File: src/hdl/backward_lz_decompressor_assert.svh
// ----------------------------------------------------------------------------
// Assertion macros for the backward LZ decompressor
// Concurrent checks on the block's internal logic. Defining NO_ASSERTIONS
// leaves every use empty.
// ----------------------------------------------------------------------------
`ifndef BACKWARD_LZ_DECOMPRESSOR_ASSERT_SVH
`define BACKWARD_LZ_DECOMPRESSOR_ASSERT_SVH
`ifndef NO_ASSERTIONS
`define BLZ_ASSERT_IMPLIES(label, clk, rstn, cond, expr) \
    label: assert property (@(posedge clk) disable iff (!rstn) (cond) |-> (expr)) \
        else $error("blz assertion failed");
`define BLZ_ASSERT_NEXT(label, clk, rstn, cond, expr) \
    label: assert property (@(posedge clk) disable iff (!rstn) (cond) |=> (expr)) \
        else $error("blz assertion failed");
`else
`define BLZ_ASSERT_IMPLIES(label, clk, rstn, cond, expr)
`define BLZ_ASSERT_NEXT(label, clk, rstn, cond, expr)
`endif
`endif

File: src/hdl/blz_pkg.sv
// ----------------------------------------------------------------------------
// Backward LZ decompressor package
// Shared constants, status codes and the command passed from the token
// decoder to the byte expander.
// ----------------------------------------------------------------------------
package blz_pkg;

    localparam int CFG_W       = 24;
    localparam int CFG_INDEX_W = 1;

    localparam logic [CFG_INDEX_W-1:0] REG_DECODED_LENGTH    = 1'b0;
    localparam logic [CFG_INDEX_W-1:0] REG_COMPRESSED_LENGTH = 1'b1;

    localparam int S_DATA_W = 8;
    localparam int M_DATA_W = 16;

    localparam int DIST_W  = 13;
    localparam int COUNT_W = 5;

    localparam int QUEUE_DEPTH = 4;

    typedef enum logic [1:0] {
        ST_OK        = 2'd0,
        ST_BAD_REF   = 2'd1,
        ST_TRUNCATED = 2'd2,
        ST_COMPLETE  = 2'd3
    } status_t;

    typedef enum logic [1:0] {
        CMD_NONE   = 2'd0,
        CMD_LIT    = 2'd1,
        CMD_COPY   = 2'd2,
        CMD_STATUS = 2'd3
    } cmd_kind_t;

    typedef struct packed {
        cmd_kind_t          kind;
        logic [7:0]         data;
        logic [DIST_W-1:0]  offset;
        logic [COUNT_W-1:0] count;
        status_t            status;
    } cmd_t;

endpackage

File: src/hdl/blz_cmd_fifo.sv
// ----------------------------------------------------------------------------
// Backward LZ command queue
// A short queue of decoded commands between the token decoder and the
// byte expander.
// ----------------------------------------------------------------------------
`include "backward_lz_decompressor_assert.svh"

module blz_cmd_fifo (
    input  logic          aclk,
    input  logic          aresetn,
    input  logic          push,
    input  blz_pkg::cmd_t push_data,
    output logic          full,
    input  logic          pop,
    output blz_pkg::cmd_t head,
    output logic          empty
);
    import blz_pkg::*;

    localparam int PTR_W = $clog2(QUEUE_DEPTH);
    localparam int CNT_W = $clog2(QUEUE_DEPTH + 1);

    cmd_t             entry_reg [QUEUE_DEPTH];
    logic [PTR_W-1:0] wr_ptr_reg, wr_ptr_next;
    logic [PTR_W-1:0] rd_ptr_reg, rd_ptr_next;
    logic [CNT_W-1:0] fill_reg, fill_next;

    assign full  = (fill_reg == CNT_W'(QUEUE_DEPTH));
    assign empty = (fill_reg == '0);
    assign head  = entry_reg[rd_ptr_reg];

    always_comb begin
        wr_ptr_next = wr_ptr_reg;
        rd_ptr_next = rd_ptr_reg;
        fill_next   = fill_reg;
        if (push) begin
            wr_ptr_next = (wr_ptr_reg == PTR_W'(QUEUE_DEPTH - 1)) ? '0 : wr_ptr_reg + 1'b1;
        end
        if (pop) begin
            rd_ptr_next = (rd_ptr_reg == PTR_W'(QUEUE_DEPTH - 1)) ? '0 : rd_ptr_reg + 1'b1;
        end
        case ({push, pop})
            2'b10: begin
                fill_next = fill_reg + 1'b1;
            end
            2'b01: begin
                fill_next = fill_reg - 1'b1;
            end
            default: begin
            end
        endcase
    end

    always_ff @(posedge aclk) begin
        if (!aresetn) begin
            wr_ptr_reg <= '0;
            rd_ptr_reg <= '0;
            fill_reg   <= '0;
        end else begin
            wr_ptr_reg <= wr_ptr_next;
            rd_ptr_reg <= rd_ptr_next;
            fill_reg   <= fill_next;
        end
    end

    always_ff @(posedge aclk) begin
        if (push) begin
            entry_reg[wr_ptr_reg] <= push_data;
        end
    end

    `BLZ_ASSERT_IMPLIES(a_no_overflow, aclk, aresetn, push, !full)
    `BLZ_ASSERT_IMPLIES(a_no_underflow, aclk, aresetn, pop, !empty)

endmodule

File: config.mk
export PLATFORM = sky130hd
export DESIGN_NAME = blz_cmd_fifo
export DESIGN_NICKNAME = d
export VERILOG_FILES = /design/src/hdl/blz_pkg.sv /design/src/hdl/blz_cmd_fifo.sv
export VERILOG_INCLUDE_DIRS = /design/src /design/src/hdl
export SDC_FILE = /design/constraint.sdc
export NUM_CORES = 1
export LEC_CHECK = 0
export BUFFER_PORTS_ARGS = -buffer_cell sky130_fd_sc_hd__buf_2
export CAP_MARGIN = 40
export CORE_MARGIN = 8
export CORE_UTILIZATION = 35
export CTS_CLUSTER_DIAMETER = 60
export CTS_CLUSTER_SIZE = 25
export DETAILED_ROUTE_END_ITERATION = 10
export PLACE_DENSITY = 0.62
export RECOVER_POWER = 50
export SYNTH_ARGS = -nofsm -noshare
export SYNTH_HDL_FRONTEND = slang
export SYNTH_SLANG_ARGS = --single-unit
File: constraint.sdc
create_clock -name aclk -period 2.13 [get_ports aclk]
set_clock_uncertainty 0.05 [all_clocks]
set_input_delay 0 -clock aclk [delete_from_list [all_inputs] [get_ports aclk]]
set_output_delay 0 -clock aclk [all_outputs]
set_load 0.05 [all_outputs]
== Yosys cells after proc, flatten, opt, wreduce, memory -nomap -nowiden ==
Memories as Yosys holds them, arrays and structs flattened. A register that Yosys moved wholly into a read port is not among the register bits.
Cells that the tools add are included.

* Flip-flop bits (word level): 7
* Bits in writable memories: 120
* Memories: 1

* Add/subtract/negate cells: 4
* Equality and inequality tests: 5
* Muxes and demuxes: 7
* Reduce and logical (&&, ||, !) cells: 2

{| class="wikitable"
|+ Memories
! memory !! depth !! bits a word !! rd ports !! clocked after Yosys merged registers in !! write ports !! line !! RTL
|-
| entry_reg || 4 || 30 || 1 || 1 || 1 || blz_cmd_fifo.sv:23 || <nowiki>cmd_t entry_reg [QUEUE_DEPTH];</nowiki>
|}

{| class="wikitable"
|+ Operators by type and width
! kind !! count
|-
| 2-bit 2-to-1 mux || 4
|-
| 2-bit == test, second input constant || 3
|-
| 3-bit one-hot mux with 2 select lines || 1
|-
| 2-bit by 1-bit adder with 2-bit output, second input constant || 2
|-
| 3-bit by 1-bit adder with 3-bit output, second input constant || 1
|-
| 3-bit == test, second input constant || 1
|-
| 3-bit zero test || 1
|-
| 3-bit by 1-bit subtractor with 3-bit output, second input constant || 1
|-
| 2-bit by 1-bit == test with 1-bit output, second input constant || 1
|-
| 1-bit 2-to-1 mux || 2
|-
| 2-bit nonzero test || 1
|}

== Depth between registers and ports, before layout ==
* Depth after elaboration: 4
* Gate-level depth with buffers: 7
* Depth with buffers taken out: 7

== Worst setup path before layout ==
OpenSTA, ideal clock, no wires.

* Path kind: register to register
* Start point: reg wr_ptr_reg[0]
* End point: mem entry_reg[3][0] (netlist bit) (enable)
* Library setup time: 0.390 ns
* Arrival: 1.297 ns
* Required time: 1.690 ns
* Path slack: 0.393 ns
* Stages on the path, launching flop included: 3
* Clock period less this slack: 1.737 ns
* Cell sequence: dfxtp_1 ha_1 and2_1

{| class="wikitable"
|+ RTL lines
! what !! line !! RTL
|-
| start: declaration || blz_cmd_fifo.sv:24 || <nowiki>logic [PTR_W-1:0] wr_ptr_reg, wr_ptr_next;</nowiki>
|-
| start signal: assignment || blz_cmd_fifo.sv:60 || <nowiki>wr_ptr_reg <= wr_ptr_next;</nowiki>
|-
| end: declaration || blz_cmd_fifo.sv:23 ||
|}

No word-level cell before the write port.

==> impl_metrics.csv <==
group,metric,value,unit
run_status,status,"finished clean",
cts,cts_max_level,4,
global_routing,grt_max_degree,21,
final_layout,final_core_util,0.471,
yosys,yosysSeqAreaShare,0.790,
sta,rsz0062_at_grt,"no",
final_layout,fillers,1123,
sta,final_hold_viol_count,0,
final_layout,final_common_cell,"edfxtp_1",
yosys,yosysTopAreaCellShare,0.752,
run,cap_violations,0,
routing,wl_per_cell,17.4,um
routing,dr.pass1.iters,4,
yosys,yosysUniqueCellTypes,22,
sta,finalSetupTns,0,ps
cts,clk_latency,410,ps
final_layout,drive_above_1_share,0.293,
cts,root_buffer,"clkbuf_16",
critical_path,timing.rr.end,"entry_reg[1][11]",
power_and_ir_drop,peakVddDrop,0.636,mV
critical_path,crit_path_end_kind,"output pin",
yosys,syn-num-nets,244,
power_and_ir_drop,clkPwrFrac,0.426,
floorplanning,initial_core_util,0.360,
critical_path,cp-start-kind,"register",
final_layout,seq_area,0.00379,mm2
min_path,hold_path_class,"in2reg",
critical_path,path_class,"reg2out",
sta,slew_viol_final,0,
cts,cts_num_sinks,129,
global_routing,grt_pass1_vias,2694,
routing,drc,0,
cts,post-cts-setup-buffers,0,
cts,cts_tree,"yes",
floorplanning,die_h,133,um
yosys,synth_xor_area_frac,0.00366,
sta,hold_ws,344,ps
critical_path,cp.arrival,1880,ps
placed_design,port_buffers,65,
power_and_ir_drop,p_comb_frac,0.121,
sta,setup_violations,0,
yosys,syn_area_per_cell,23.6,um2
yosys,yosysTopAreaCell,"edfxtp_1",
cts,path_clk_slew,50,ps
critical_path,regToRegSetupSlack,220,ps
power_and_ir_drop,p_int,0.00495,W
yosys,synth_cells,203,
floorplanning,die_w,133,um
cts,clk_path_buf_depth,2,
power_and_ir_drop,p_sw,0.00149,W
power_and_ir_drop,netSwitchingFraction,0.232,
final_layout,final_nets,364,
critical_path,crit_fanout,18,
routing,drt-initial-drc-count,98,
sta,period_share,0.907,
final_layout,instances_no_fill,510,
final_layout,syn_to_final_growth,30.7,%
min_path,hp-start,"push_data[29]",
power_and_ir_drop,power_leakage,2.11,nW
placed_design,dp_hpwl,5660,um
yosys,synth_mux_area_frac,0.145,
global_routing,grt_antenna_before_repair,0,
global_routing,grt_pass1_wl,14300,um
yosys,synth_adder_area_share,0.0198,
placed_design,gp_congestion,0.654,
routing,antenna_left,0,
routing,vias_per_cell,4.64,
final_layout,final_cell_mix,"edfxtp_1 (120), clkbuf_1 (35), dlygate4sd3_1 (34)",
final_layout,largest_register_ff_count,120,
routing,wl,8880,um
cts,cts_buffers,17,
power_and_ir_drop,power.density,1030,mW/mm2
yosys,ys_ff_latch,129,
power_and_ir_drop,power.total,0.00644,W
sta,max_freq,518,MHz
min_path,min_to,"entry_reg[3][29]",
yosys,synth.cell_area,0.00479,mm2
floorplanning,dieArea,0.0177,mm2
final_layout,diodes,0,
yosys,synth_warnings,0,
global_routing,grt_use_total,0.109,
floorplanning,rows,42,
global_routing,grt_overflow,0,
routing,vias,2368,
placed_design,placed_cells,446,
floorplanning,core_area,0.0133,mm2
yosys,synthSimpleGateAreaFrac,0.0206,
yosys,synth_top_family_by_area,"multiplexers",
yosys,synth_compound_area_frac,0.00627,
critical_path,required,2080,ps
min_path,hold_depth,2,
power_and_ir_drop,p_seq_frac,0.453,
sta,tightest_slew,897,ps
yosys,synth.top_cells.by_area,"edfxtp_1 (75%), mux4_2 (14%), dfxtp_1 (3.8%), ha_1 (1.6%), and2_1 (0.78%)",
critical_path,rr_startpoint,"wr_ptr_reg[0]",
sta,slew-limit-headroom,0.402,
sta,layout_min_cycle_time,1930,ps
floorplanning,ios,66,
final_layout,multiInputGateArea,941,um2
critical_path,rr_worst_depth,3,
-- per-stage QoR --
step | setup WS [ps] | cell area [um2]
floorplan | 393 | 4790
CTS | 135 | 6300
global placement | 571 | 5410
detailed placement | 502 | 5410
global route | 46.6 | 6260
finish | 198 | 6260
-- cell families (layout without fill, tap and decap cells) --
family / count (synthesis) / after routing
xor gates and xnor gates: 2 / 2
buffers and inverters: 12 / 143
AOI/OAI and AO/OA: 5 / 5
muxes: 32 / 32
adders and majority gates: 7 / 7
and+or+nand+nor: 16 / 16
DFF: 129 / 129
-- critical path, cell delays in order, from the launching register on --
cell and delay [ps]:
dfxtp_2 320, buf_4 340, mux4_2 570, buf_2 230
-- cells in the mapped netlist --
cell type  instances
edfxtp_1         120
mux4_2            30
dfxtp_1            9
and2_1             6
ha_1               6
inv_1              6
nor2b_1            4
buf_2              3
buf_6              3
mux2i_1            2
nor3b_1            2
o21ai_0            2
a21boi_0           1
a21oi_1            1
and3_1             1
fa_1               1
nand2_1            1
nor3_1             1
o21a_1             1
or3_1              1
xnor2_1            1
xor2_1             1
-- area by class of cell --
class	count	area share
sequential	129	0.605
multi-input combinational	62	0.150
timing repair buffer	107	0.118
clock buffer	20	0.0697
tap	176	0.0352
clock inverter	10	0.0190
inverter	6	0.00360
-- power groups by stage --
stage	sequential [W]	combinational, W	clock, W
floorplan	0.00296	0.000543	0
global placement	0.00296	0.000752	0
detailed placement	0.00297	0.000757	0
CTS	0.00292	0.000809	0.00282
global route	0.00292	0.000839	0.00291
finish	0.00292	0.000782	0.00274
-- layer usage --
metal	up-vias	share of wire	GRT usage
met5	-	0	0
met4	0	0.019	0.0549
met3	14	0.056	0.0447
met2	59	0.48	0.163
met1	1211	0.44	0.132
li1	1084	-	-
-- worst max path at each step --
stage                      end  slack [ps]
4_1_cts               head[16]         130
5_1_grt        entry_reg[1][4]          50
3_5_place_dp       fill_reg[2]         500
3_3_place_gp       fill_reg[2]         570
6_report               head[2]         200
2_1_floorplan  entry_reg[3][0]         390
-- repair_timing --
item / 4_1_cts / 5_1_grt
setup endpoints to repair: 0 / 0
resized for setup: 0 / 0
hold buffers: 34 / 0
hold endpoints to repair: 129 / 0
(Power assumes the default switching activity.)
