==> config.mk <==
export PLATFORM = sky130hd
export DESIGN_NAME = blz_front
export DESIGN_NICKNAME = d
export VERILOG_FILES = /design/src/hdl/blz_pkg.sv /design/src/hdl/blz_front.sv
export VERILOG_INCLUDE_DIRS = /design/src /design/src/hdl
export SDC_FILE = /design/constraint.sdc
export NUM_CORES = 1
export LEC_CHECK = 0
export BUFFER_PORTS_ARGS = -buffer_cell sky130_fd_sc_hd__buf_2
export CAP_MARGIN = 20
export CORE_UTILIZATION = 55
export CTS_BUF_LIST = sky130_fd_sc_hd__clkbuf_8
export DETAILED_ROUTE_END_ITERATION = 16
export GPL_ROUTABILITY_DRIVEN = 0
export PLACE_DENSITY = 0.81
export SLEW_MARGIN = 20
export SYNTH_ARGS = -nofsm -noshare
export SYNTH_HDL_FRONTEND = slang
export SYNTH_SLANG_ARGS = --single-unit
==> constraint.sdc <==
create_clock -name aclk -period 5.2 [get_ports aclk]
set_clock_uncertainty 0.05 [all_clocks]
set_input_delay 0.52 -clock aclk [delete_from_list [all_inputs] [get_ports aclk]]
set_output_delay 0.52 -clock aclk [all_outputs]
set_load 0.01 [all_outputs]
==> src/hdl/backward_lz_decompressor_assert.svh <==
// ----------------------------------------------------------------------------
// Assertion macros for the backward LZ decompressor
// Concurrent checks on the block's internal logic. Defining NO_ASSERTIONS
// leaves every use empty.
// ----------------------------------------------------------------------------
`ifndef BACKWARD_LZ_DECOMPRESSOR_ASSERT_SVH
`define BACKWARD_LZ_DECOMPRESSOR_ASSERT_SVH
`ifndef NO_ASSERTIONS
`define BLZ_ASSERT_IMPLIES(label, clk, rstn, cond, expr) \
    label: assert property (@(posedge clk) disable iff (!rstn) (cond) |-> (expr)) \
        else $error("blz assertion failed");
`define BLZ_ASSERT_NEXT(label, clk, rstn, cond, expr) \
    label: assert property (@(posedge clk) disable iff (!rstn) (cond) |=> (expr)) \
        else $error("blz assertion failed");
`else
`define BLZ_ASSERT_IMPLIES(label, clk, rstn, cond, expr)
`define BLZ_ASSERT_NEXT(label, clk, rstn, cond, expr)
`endif
`endif

==> src/hdl/blz_pkg.sv <==
// ----------------------------------------------------------------------------
// Backward LZ decompressor package
// Shared constants, status codes and the command passed from the token
// decoder to the byte expander.
// ----------------------------------------------------------------------------
package blz_pkg;

    localparam int CFG_W       = 24;
    localparam int CFG_INDEX_W = 1;

    localparam logic [CFG_INDEX_W-1:0] REG_DECODED_LENGTH    = 1'b0;
    localparam logic [CFG_INDEX_W-1:0] REG_COMPRESSED_LENGTH = 1'b1;

    localparam int S_DATA_W = 8;
    localparam int M_DATA_W = 16;

    localparam int DIST_W  = 13;
    localparam int COUNT_W = 5;

    localparam int QUEUE_DEPTH = 4;

    typedef enum logic [1:0] {
        ST_OK        = 2'd0,
        ST_BAD_REF   = 2'd1,
        ST_TRUNCATED = 2'd2,
        ST_COMPLETE  = 2'd3
    } status_t;

    typedef enum logic [1:0] {
        CMD_NONE   = 2'd0,
        CMD_LIT    = 2'd1,
        CMD_COPY   = 2'd2,
        CMD_STATUS = 2'd3
    } cmd_kind_t;

    typedef struct packed {
        cmd_kind_t          kind;
        logic [7:0]         data;
        logic [DIST_W-1:0]  offset;
        logic [COUNT_W-1:0] count;
        status_t            status;
    } cmd_t;

endpackage

==> src/hdl/blz_front.sv <==
// ----------------------------------------------------------------------------
// Backward LZ token decoder
// Accepts compressed bytes, tracks flag bits and stream counters, and turns
// each byte into at most one command for the byte expander.
// ----------------------------------------------------------------------------
`include "backward_lz_decompressor_assert.svh"

module blz_front #(
    parameter int LENGTH_WIDTH = 24
) (
    input  logic                             aclk,
    input  logic                             aresetn,
    input  logic                             cfg_we,
    input  logic [blz_pkg::CFG_INDEX_W-1:0]  cfg_index,
    input  logic [blz_pkg::CFG_W-1:0]        cfg_wdata,
    input  logic                             s_tvalid,
    output logic                             s_tready,
    input  logic [blz_pkg::S_DATA_W-1:0]     s_tdata,
    input  logic                             s_tuser,
    output logic                             cmd_push,
    output blz_pkg::cmd_t                    cmd_data,
    input  logic                             cmd_full
);
    import blz_pkg::*;

    localparam int CMP_W = (LENGTH_WIDTH > CFG_W) ? LENGTH_WIDTH : CFG_W;
    localparam logic [7:0]         FLAG_FIRST  = 8'h80;
    localparam logic [7:0]         FLAG_LAST   = 8'h01;
    localparam logic [COUNT_W-1:0] LEN_BIAS    = 5'd3;
    localparam logic [DIST_W-1:0]  DIST_BIAS   = 13'd3;
    localparam logic [DIST_W-1:0]  CLAMP_DIST  = 13'd2;
    localparam logic [COUNT_W-1:0] MAX_COPY    = 5'd18;

    typedef enum logic [3:0] {
        F_IDLE   = 4'b0001,
        F_DECODE = 4'b0010,
        F_COUNT  = 4'b0100,
        F_FINAL  = 4'b1000
    } front_state_t;

    typedef enum logic [3:0] {
        PH_FLAG   = 4'b0001,
        PH_TOKEN  = 4'b0010,
        PH_SECOND = 4'b0100,
        PH_HALT   = 4'b1000
    } phase_t;

    front_state_t            state_reg, state_next;
    phase_t                  phase_reg, phase_next;
    logic [CFG_W-1:0]        decoded_length_reg, decoded_length_next;
    logic [CFG_W-1:0]        compressed_length_reg, compressed_length_next;
    logic [LENGTH_WIDTH-1:0] bw_reg, bw_next;
    logic [LENGTH_WIDTH-1:0] bc_reg, bc_next;
    logic [7:0]              flag_bits_reg, flag_bits_next;
    logic [7:0]              flag_mask_reg, flag_mask_next;
    logic [7:0]              held_reg, held_next;
    status_t                 halt_code_reg, halt_code_next;

    logic [7:0]              in_byte_reg, in_byte_next;
    cmd_kind_t               kind_reg, kind_next;
    logic [COUNT_W-1:0]      count_reg, count_next;
    logic [DIST_W-1:0]       dist_reg, dist_next;
    logic                    fixed_reg, fixed_next;
    status_t                 fixed_status_reg, fixed_status_next;

    logic [CMP_W-1:0]        bw_ext, bc_ext, dl_ext, cl_ext, rem;
    logic                    written_full, budget_spent;
    logic [COUNT_W-1:0]      copy_len;
    logic [DIST_W-1:0]       dist_raw;
    logic                    dist_far, few_written, rem_short, flag_set;
    phase_t                  nt_phase;
    logic [7:0]              nt_mask;
    status_t                 final_status;

    assign bw_ext       = CMP_W'(bw_reg);
    assign bc_ext       = CMP_W'(bc_reg);
    assign dl_ext       = CMP_W'(decoded_length_reg);
    assign cl_ext       = CMP_W'(compressed_length_reg);
    assign written_full = bw_ext >= dl_ext;
    assign budget_spent = bc_ext >= cl_ext;
    assign rem          = dl_ext - bw_ext;
    assign copy_len     = {1'b0, held_reg[7:4]} + LEN_BIAS;
    assign dist_raw     = {1'b0, held_reg[3:0], in_byte_reg} + DIST_BIAS;
    assign dist_far     = CMP_W'(dist_raw) > bw_ext;
    assign few_written  = bw_ext < CMP_W'(2);
    assign rem_short    = rem < CMP_W'(copy_len);
    assign flag_set     = (flag_bits_reg & flag_mask_reg) != 8'h00;
    assign nt_phase     = (flag_mask_reg == FLAG_LAST) ? PH_FLAG : PH_TOKEN;
    assign nt_mask      = (flag_mask_reg == FLAG_LAST) ? flag_mask_reg : (flag_mask_reg >> 1);

    assign s_tready = (state_reg == F_IDLE);

    always_comb begin
        if (fixed_reg) begin
            final_status = fixed_status_reg;
        end else if (written_full) begin
            final_status = ST_COMPLETE;
        end else if (budget_spent) begin
            final_status = ST_TRUNCATED;
        end else begin
            final_status = ST_OK;
        end
    end

    always_comb begin
        cmd_data.kind   = (kind_reg == CMD_NONE) ? CMD_STATUS : kind_reg;
        cmd_data.data   = in_byte_reg;
        cmd_data.offset = dist_reg;
        cmd_data.count  = count_reg;
        cmd_data.status = final_status;
    end

    always_comb begin
        state_next             = state_reg;
        phase_next             = phase_reg;
        decoded_length_next    = decoded_length_reg;
        compressed_length_next = compressed_length_reg;
        bw_next                = bw_reg;
        bc_next                = bc_reg;
        flag_bits_next         = flag_bits_reg;
        flag_mask_next         = flag_mask_reg;
        held_next              = held_reg;
        halt_code_next         = halt_code_reg;
        in_byte_next           = in_byte_reg;
        kind_next              = kind_reg;
        count_next             = count_reg;
        dist_next              = dist_reg;
        fixed_next             = fixed_reg;
        fixed_status_next      = fixed_status_reg;
        cmd_push               = 1'b0;

        if (cfg_we) begin
            case (cfg_index)
                REG_DECODED_LENGTH: begin
                    decoded_length_next = cfg_wdata;
                end
                REG_COMPRESSED_LENGTH: begin
                    compressed_length_next = cfg_wdata;
                end
                default: begin
                end
            endcase
        end

        case (state_reg)
            F_IDLE: begin
                if (s_tvalid) begin
                    in_byte_next = s_tdata;
                    state_next   = F_DECODE;
                    if (s_tuser) begin
                        bw_next        = '0;
                        bc_next        = '0;
                        flag_bits_next = 8'h00;
                        flag_mask_next = FLAG_LAST;
                        phase_next     = PH_FLAG;
                        held_next      = 8'h00;
                        halt_code_next = ST_OK;
                    end
                end
            end
            F_DECODE: begin
                kind_next  = CMD_NONE;
                count_next = '0;
                dist_next  = dist_raw;
                fixed_next = 1'b0;
                state_next = F_COUNT;
                if (phase_reg == PH_HALT) begin
                    fixed_next        = 1'b1;
                    fixed_status_next = halt_code_reg;
                    kind_next         = CMD_STATUS;
                    state_next        = F_FINAL;
                end else if (written_full || budget_spent) begin
                    fixed_next        = 1'b1;
                    fixed_status_next = written_full ? ST_COMPLETE : ST_TRUNCATED;
                    halt_code_next    = written_full ? ST_COMPLETE : ST_TRUNCATED;
                    phase_next        = PH_HALT;
                    kind_next         = CMD_STATUS;
                    state_next        = F_FINAL;
                end else begin
                    bc_next = bc_reg + LENGTH_WIDTH'(1);
                    case (phase_reg)
                        PH_FLAG: begin
                            flag_bits_next = in_byte_reg;
                            flag_mask_next = FLAG_FIRST;
                            phase_next     = PH_TOKEN;
                        end
                        PH_TOKEN: begin
                            if (!flag_set) begin
                                kind_next      = CMD_LIT;
                                count_next     = COUNT_W'(1);
                                phase_next     = nt_phase;
                                flag_mask_next = nt_mask;
                            end else begin
                                held_next  = in_byte_reg;
                                phase_next = PH_SECOND;
                            end
                        end
                        PH_SECOND: begin
                            if (dist_far && few_written) begin
                                fixed_next        = 1'b1;
                                fixed_status_next = ST_BAD_REF;
                                halt_code_next    = ST_BAD_REF;
                                phase_next        = PH_HALT;
                                kind_next         = CMD_STATUS;
                                state_next        = F_FINAL;
                            end else begin
                                kind_next      = CMD_COPY;
                                dist_next      = dist_far ? CLAMP_DIST : dist_raw;
                                count_next     = rem_short ? rem[COUNT_W-1:0] : copy_len;
                                phase_next     = nt_phase;
                                flag_mask_next = nt_mask;
                            end
                        end
                        default: begin
                        end
                    endcase
                end
            end
            F_COUNT: begin
                bw_next    = bw_reg + LENGTH_WIDTH'(count_reg);
                state_next = F_FINAL;
            end
            F_FINAL: begin
                if (kind_reg == CMD_NONE && final_status == ST_OK) begin
                    state_next = F_IDLE;
                end else if (!cmd_full) begin
                    cmd_push   = 1'b1;
                    state_next = F_IDLE;
                    if (!fixed_reg && final_status != ST_OK) begin
                        phase_next     = PH_HALT;
                        halt_code_next = final_status;
                    end
                end
            end
            default: begin
                state_next = F_IDLE;
            end
        endcase
    end

    always_ff @(posedge aclk) begin
        if (!aresetn) begin
            state_reg             <= F_IDLE;
            phase_reg             <= PH_FLAG;
            decoded_length_reg    <= '0;
            compressed_length_reg <= '0;
            bw_reg                <= '0;
            bc_reg                <= '0;
            flag_bits_reg         <= 8'h00;
            flag_mask_reg         <= FLAG_LAST;
            held_reg              <= 8'h00;
            halt_code_reg         <= ST_OK;
        end else begin
            state_reg             <= state_next;
            phase_reg             <= phase_next;
            decoded_length_reg    <= decoded_length_next;
            compressed_length_reg <= compressed_length_next;
            bw_reg                <= bw_next;
            bc_reg                <= bc_next;
            flag_bits_reg         <= flag_bits_next;
            flag_mask_reg         <= flag_mask_next;
            held_reg              <= held_next;
            halt_code_reg         <= halt_code_next;
        end
    end

    always_ff @(posedge aclk) begin
        in_byte_reg      <= in_byte_next;
        kind_reg         <= kind_next;
        count_reg        <= count_next;
        dist_reg         <= dist_next;
        fixed_reg        <= fixed_next;
        fixed_status_reg <= fixed_status_next;
    end

    `BLZ_ASSERT_IMPLIES(a_copy_count_range, aclk, aresetn, cmd_push && cmd_data.kind == CMD_COPY, cmd_data.count != '0 && cmd_data.count <= MAX_COPY)
    `BLZ_ASSERT_NEXT(a_halt_after_status, aclk, aresetn, cmd_push && cmd_data.status != ST_OK, phase_reg == PH_HALT)

endmodule

## After elaboration in Yosys (flattened, before gate mapping)

Cells that the tools add are included.

- Output and inout bits: 32
- Bits in latches: 0
- Word-level logic and storage cells: 160
- RAM bits: 0
- Bits in read-only memories: 0
- Memories: 0
- Register bits after elaboration: 161

- Reductions and logical operators: 27
- Multiply operators: 0
- Muxes and demuxes: 79
- Div/mod/pow operators: 0
- $add $sub $neg: 5
- Equal/unequal tests: 26
- Order comparisons: 5
- Bitwise operators: 2
- Shift-type cells: 0

Operator list:

| cell | number |
|---|---|
| 2-to-1 mux 8 bit | 16 |
| 2-to-1 mux 24 bit | 4 |
| one-hot mux 24 bit (2 select lines) | 2 |
| 2-to-1 mux 13 bit | 5 |
| 2-to-1 mux 4 bit | 15 |
| >= comparator 24 bit | 2 |
| one-hot mux 8 bit (2 select lines) | 3 |
| 2-to-1 mux 2 bit | 15 |
| adder 24 x 1 -> 24 bit (second input constant) | 1 |
| adder 24 x 5 -> 24 bit | 1 |
| > comparator 13 x 24 -> 1 bit | 1 |
| < comparator 24 x 2 -> 1 bit (second input constant) | 1 |
| < comparator 24 x 5 -> 1 bit | 1 |
| one-hot mux 4 bit (3 select lines) | 2 |
| one-hot mux 8 bit (3 select lines) | 1 |
| subtractor 24 bit | 1 |
| one-hot mux 4 bit (4 select lines) | 1 |
| AND reduction 8 bit | 2 |
| != test 3 bit (second input constant) | 5 |
| != test 2 bit (second input constant) | 7 |
| adder 12 x 2 -> 13 bit (second input constant) | 1 |
| 2-to-1 mux 5 bit | 2 |
| one-hot mux 5 bit (2 select lines) | 1 |
| 2-to-1 mux 1 bit | 9 |
| other kinds (28) | 45 |

## Depth between registers and ports, before layout

- Depth after elaboration: 10
- Depth in mapped cells: 18
- Depth with buffers taken out: 18

## Worst setup path after synthesis

Ideal clock, no wire load.

- Path kind: register to register
- Start: register bw_reg[0] (netlist: bw_ext[0])
- End: register count_reg[0], data pin
- Period minus slack after synthesis: 3.501 ns
- Setup time: 0.158 ns
- Path buffers: 0
- Stages on the path, launching flop included: 14
- Arrival time: 3.293 ns
- Slack: 1.699 ns
- Cells stage by stage: dfxtp_1 ha_1 inv_1 fa_1 a21o_2 a221oi_4 o22ai_2 or3_1 a2111oi_2 nand4_1 nor4_2 nand4_2 or4_1 o211ai_1

- Longest elaborated chain between the ends: 5
- Elaborated cells on any way between the ends: 11
- Those cells by class: add/sub: 1; order compare: 4; mux: 3; reduce/logical: 3

RTL lines:

| what | RTL line | source |
|---|---|---|
| start: declaration | blz_front.sv:52 | `logic [LENGTH_WIDTH-1:0] bw_reg, bw_next;` |
| start signal: assignment | blz_front.sv:258 | `bw_reg <= bw_next;` |
| subtractor 24 bit | blz_front.sv:81 | `assign rem = dl_ext - bw_ext;` |
| < comparator 24 x 5 -> 1 bit | blz_front.sv:86 | `assign rem_short = rem < CMP_W'(copy_len);` |
| 2-to-1 mux 5 bit | blz_front.sv:209 | `count_next = rem_short ? rem[COUNT_W-1:0] : copy_len;` |
| 2-to-1 mux 5 bit | blz_front.sv:199 | `if (dist_far && few_written) begin` |
| one-hot mux 5 bit (2 select lines) | blz_front.sv:181 | `case (phase_reg)` |
| end signal: assignment | blz_front.sv:270 | `count_reg <= count_next;` |
| end: declaration | blz_front.sv:61 | `logic [COUNT_W-1:0] count_reg, count_next;` |

Parallel ways exist; a longest one is shown, timed or not.
A chain may end at the register's enable or synchronous reset.

## Worst setup path after layout

- Start: register bw_reg[9] (netlist: bw_ext[9])
- End: output port cmd_push

- Longest elaborated chain between the ends: 7

RTL lines:

| what | RTL line | source |
|---|---|---|
| >= comparator 24 bit | blz_front.sv:79 | `assign written_full = bw_ext >= dl_ext;` |
| 2-to-1 mux 2 bit | blz_front.sv:96 | `end else if (written_full) begin` |
| 2-to-1 mux 2 bit | blz_front.sv:94 | `if (fixed_reg) begin` |
| zero test 2 bit | blz_front.sv:224 | `if (kind_reg == CMD_NONE && final_status == ST_OK) begin` |
| logical AND 1 bit | blz_front.sv:224 |  |
| 2-to-1 mux 1 bit | blz_front.sv:224 |  |
| 2-to-1 mux 1 bit | blz_front.sv:145 | `case (state_reg)` |
| end: declaration | blz_front.sv:20 | `output logic cmd_push,` |

No other way between the ends.

==> flow_summary_export.csv <==
group,metric,value,unit
clock_tree,numClockSinks,161,
sta,rsz0062_at_grt,"no",
route,drt_iter0_drc,716,
floorplan,rows,47,
floorplan,start_util,0.571,
place,dp_hpwl,17.3,mm
min_path,hp-class,"in -> reg",
global_routing,grt_pass1_vias,7826,
sta,hold_viol_final,0,
final_layout,area_delta_synth_final,8.70,%
clock_tree,htreeDepth,4,
setup_path,cp_max_fo,13,
yosys,synthCells,1134,
route,wl_met3,1.61,mm
clock_tree,cts_made_buffers,17,
global_routing,grt_max_degree,85,
global_routing,grt_usage,0.265,
clock_tree,cts_root_buf,"clkbuf_8",
global_routing,grt_pass1_wl,38.0,mm
yosys,yosys_warnings,0,
final_layout,fin_util,0.621,
yosys,ys_ff_latch,161,
clock_tree,postCtsHoldBufs,0,
sta,max_freq,228,MHz
sta,slew_headroom,0.216,
final_layout,n_fill_cell,1467,
place,place_inst,1383,
floorplan,dieWidth,134,µm
place,io_buffers,70,
floorplan,core,16800,µm²
yosys,ys_seq_area_frac,0.368,
final_layout,final_common_cell,"nand2_1",
setup_path,r2r_slack,1.06,ns
sta,slew_violations,0,
yosys,synth-edff-count,31,
final_layout,diodes,0,
final_layout,drive_above_1_share,0.106,
route,wl_met2,10.4,mm
global_routing,antenna_found_initial,0,
route,wl_met1,10.3,mm
route,via_per_inst,5.90,
final_layout,final_cell_count_no_fill,1415,
yosys,synth.distinct_cells,78,
place,dp_slack,1.19,ns
clock_tree,clk_pin_slew,0.09,ns
yosys,synth-main-ff-cell,"dfxtp_1",
yosys,syn_area,9610,µm²
floorplan,die_area,18000,µm²
sta,min_period,4.38,ns
setup_path,start_kind,"register",
clock_tree,clock_latency,0.48,ns
sta,worstMarginPinSlew,1.16,ns
outcome,status,"complete, no violations",
yosys,synth_area_leaders,"dfxtp_1 (27%), edfxtp_1 (9.7%), ha_1 (9.5%)",
yosys,synth_top_area_frac,0.271,
yosys,synth.largest_area_cell,"dfxtp_1",
sta,setup_tns,0,ns
clock_tree,ctsLongestPathBuffers,2,
floorplan,chipHeight,134,µm
clock_tree,post_cts_buffers,0,
setup_path,required,4.63,ns
pwr,p_leak,0.00414,µW
final_layout,final_nets,1296,
route,remaining_drc_errors,0,
sta,fin_crit_sh,0.843,
sta,setup_slack,0.817,ns
sta,setup_viol,0,
setup_path,arrival,3.81,ns
yosys,syn_avg_cell_area,8.47,µm²
yosys,syn-num-nets,1248,
setup_path,critPathKind,"reg -> out",
route,highest_layer,"met4",
yosys,synthArstFlopShare,0,
route,drtAntennaViolNets,0,
flow_run,drv_cap,0,
route,wl_per_cell,16.3,µm
global_routing,overflow,0,
final_layout,mostFrequentLayoutCells,"nand2_1 (167), dfxtp_1 (130), nor2_1 (89), inv_1 (74), ha_1 (73)",
route,drt_pass1_iterations,5,
route,vias,8342,
pwr,power-per-cell-area,264,nW/µm²
setup_path,cp-end-kind,"output pin",
clock_tree,ctsResizeCount,0,
clock_tree,cts_tree,"built",
floorplan,io-pin-count,71,
pwr,ir_drop,0.000193,V
route,wirelength,23.0,mm
==> synth_stat cells (3+ instances only) <==
library cell	count
a211oi_1	5
a21boi_0	51
a21o_1	15
a21o_2	3
a21oi_1	56
a22o_1	8
a22oi_1	9
a31oi_1	4
and2_1	9
and3_1	8
and4_1	4
clkbuf_1	39
dfxtp_1	130
edfxtp_1	31
ha_1	73
inv_1	72
mux2i_1	12
nand2_1	167
nand2b_1	12
nand3_1	33
nand3b_1	3
nand4_1	23
nor2_1	89
nor2b_1	22
nor3_1	19
nor4_1	16
nor4b_1	11
o211ai_1	5
o21a_1	21
o21ai_0	47
o21bai_1	4
o31ai_1	5
or3_1	7
or4_1	3
xnor2_1	48
xor2_1	19
==> kinds of logic (layout without fill, tap and decap cells) <==
logic type,count (synthesis),count (layout),share of synthesized area
compound gates,264,264,0.188
xor+xnor,67,67,0.0611
fa+ha+maj,75,75,0.0993
buf+inv,119,180,0.0530
flops,161,161,0.368
mux,13,13,0.0137
simple gates,435,435,0.217
==> final timing paths <==
path / startpoint / to / depth (start not counted)
worst max-delay path: bw_ext[9] / cmd_push / 12
worst min-delay path: s_tdata[6] / in_byte_reg[6] / 1
worst max register to register: bw_ext[9] / held_reg[7] / 12
worst min register to register: halt_code_reg[1] / halt_code_reg[1] / 2
==> final cells by class <==
cell class | instances | area [µm²] | share of cell area
sequential | 161 | 3530 | 0.338
multi-input combinational | 854 | 5570 | 0.533
tap | 220 | 275 | 0.0264
clock buffer | 19 | 262 | 0.0250
inverter | 72 | 270 | 0.0259
clock inverter | 13 | 136 | 0.0131
timing repair buffer | 76 | 395 | 0.0379
==> worst max-delay path: stages, from the launching register on <==
cell and delay [ns]:
dfxtp_1 0.39, inv_1 0.11, ha_1 0.45, a21oi_1 0.13
o21a_1 0.23, o221a_2 0.32, a21oi_1 0.15, o21ai_1 0.15
nor3b_2 0.64, nor2b_1 0.31, o21ai_0 0.14, nor3b_1 0.18
buf_2 0.15
==> metal layers <==
layer	up-vias	GRT usage
li1	4088	-
met1	3915	0.354
met2	293	0.418
met3	46	0.0552
met4	0	0.109
met5	-	0
==> power by group <==
group | leakage, µW | switching, µW | internal (µW)
registers | 0.00133 | 29.9 | 1310
logic | 0.00260 | 297 | 187
clock network | 0.000205 | 484 | 452
total | 0.00414 | 811 | 1950
==> through the flow <==
stage | instance area, µm² | total power (µW) | hold WS, ns
4_1_cts | 10400 | 2760 | 0.147
3_3_place_gp | 10000 | 1830 | 0.396
5_1_grt | 10400 | 2870 | 0.157
6_report | 10400 | 2760 | 0.171
2_1_floorplan | 9610 | 1720 | 0.374
3_5_place_dp | 10000 | 1840 | 0.398
Note: power is estimated with default switching activity, not from simulation.
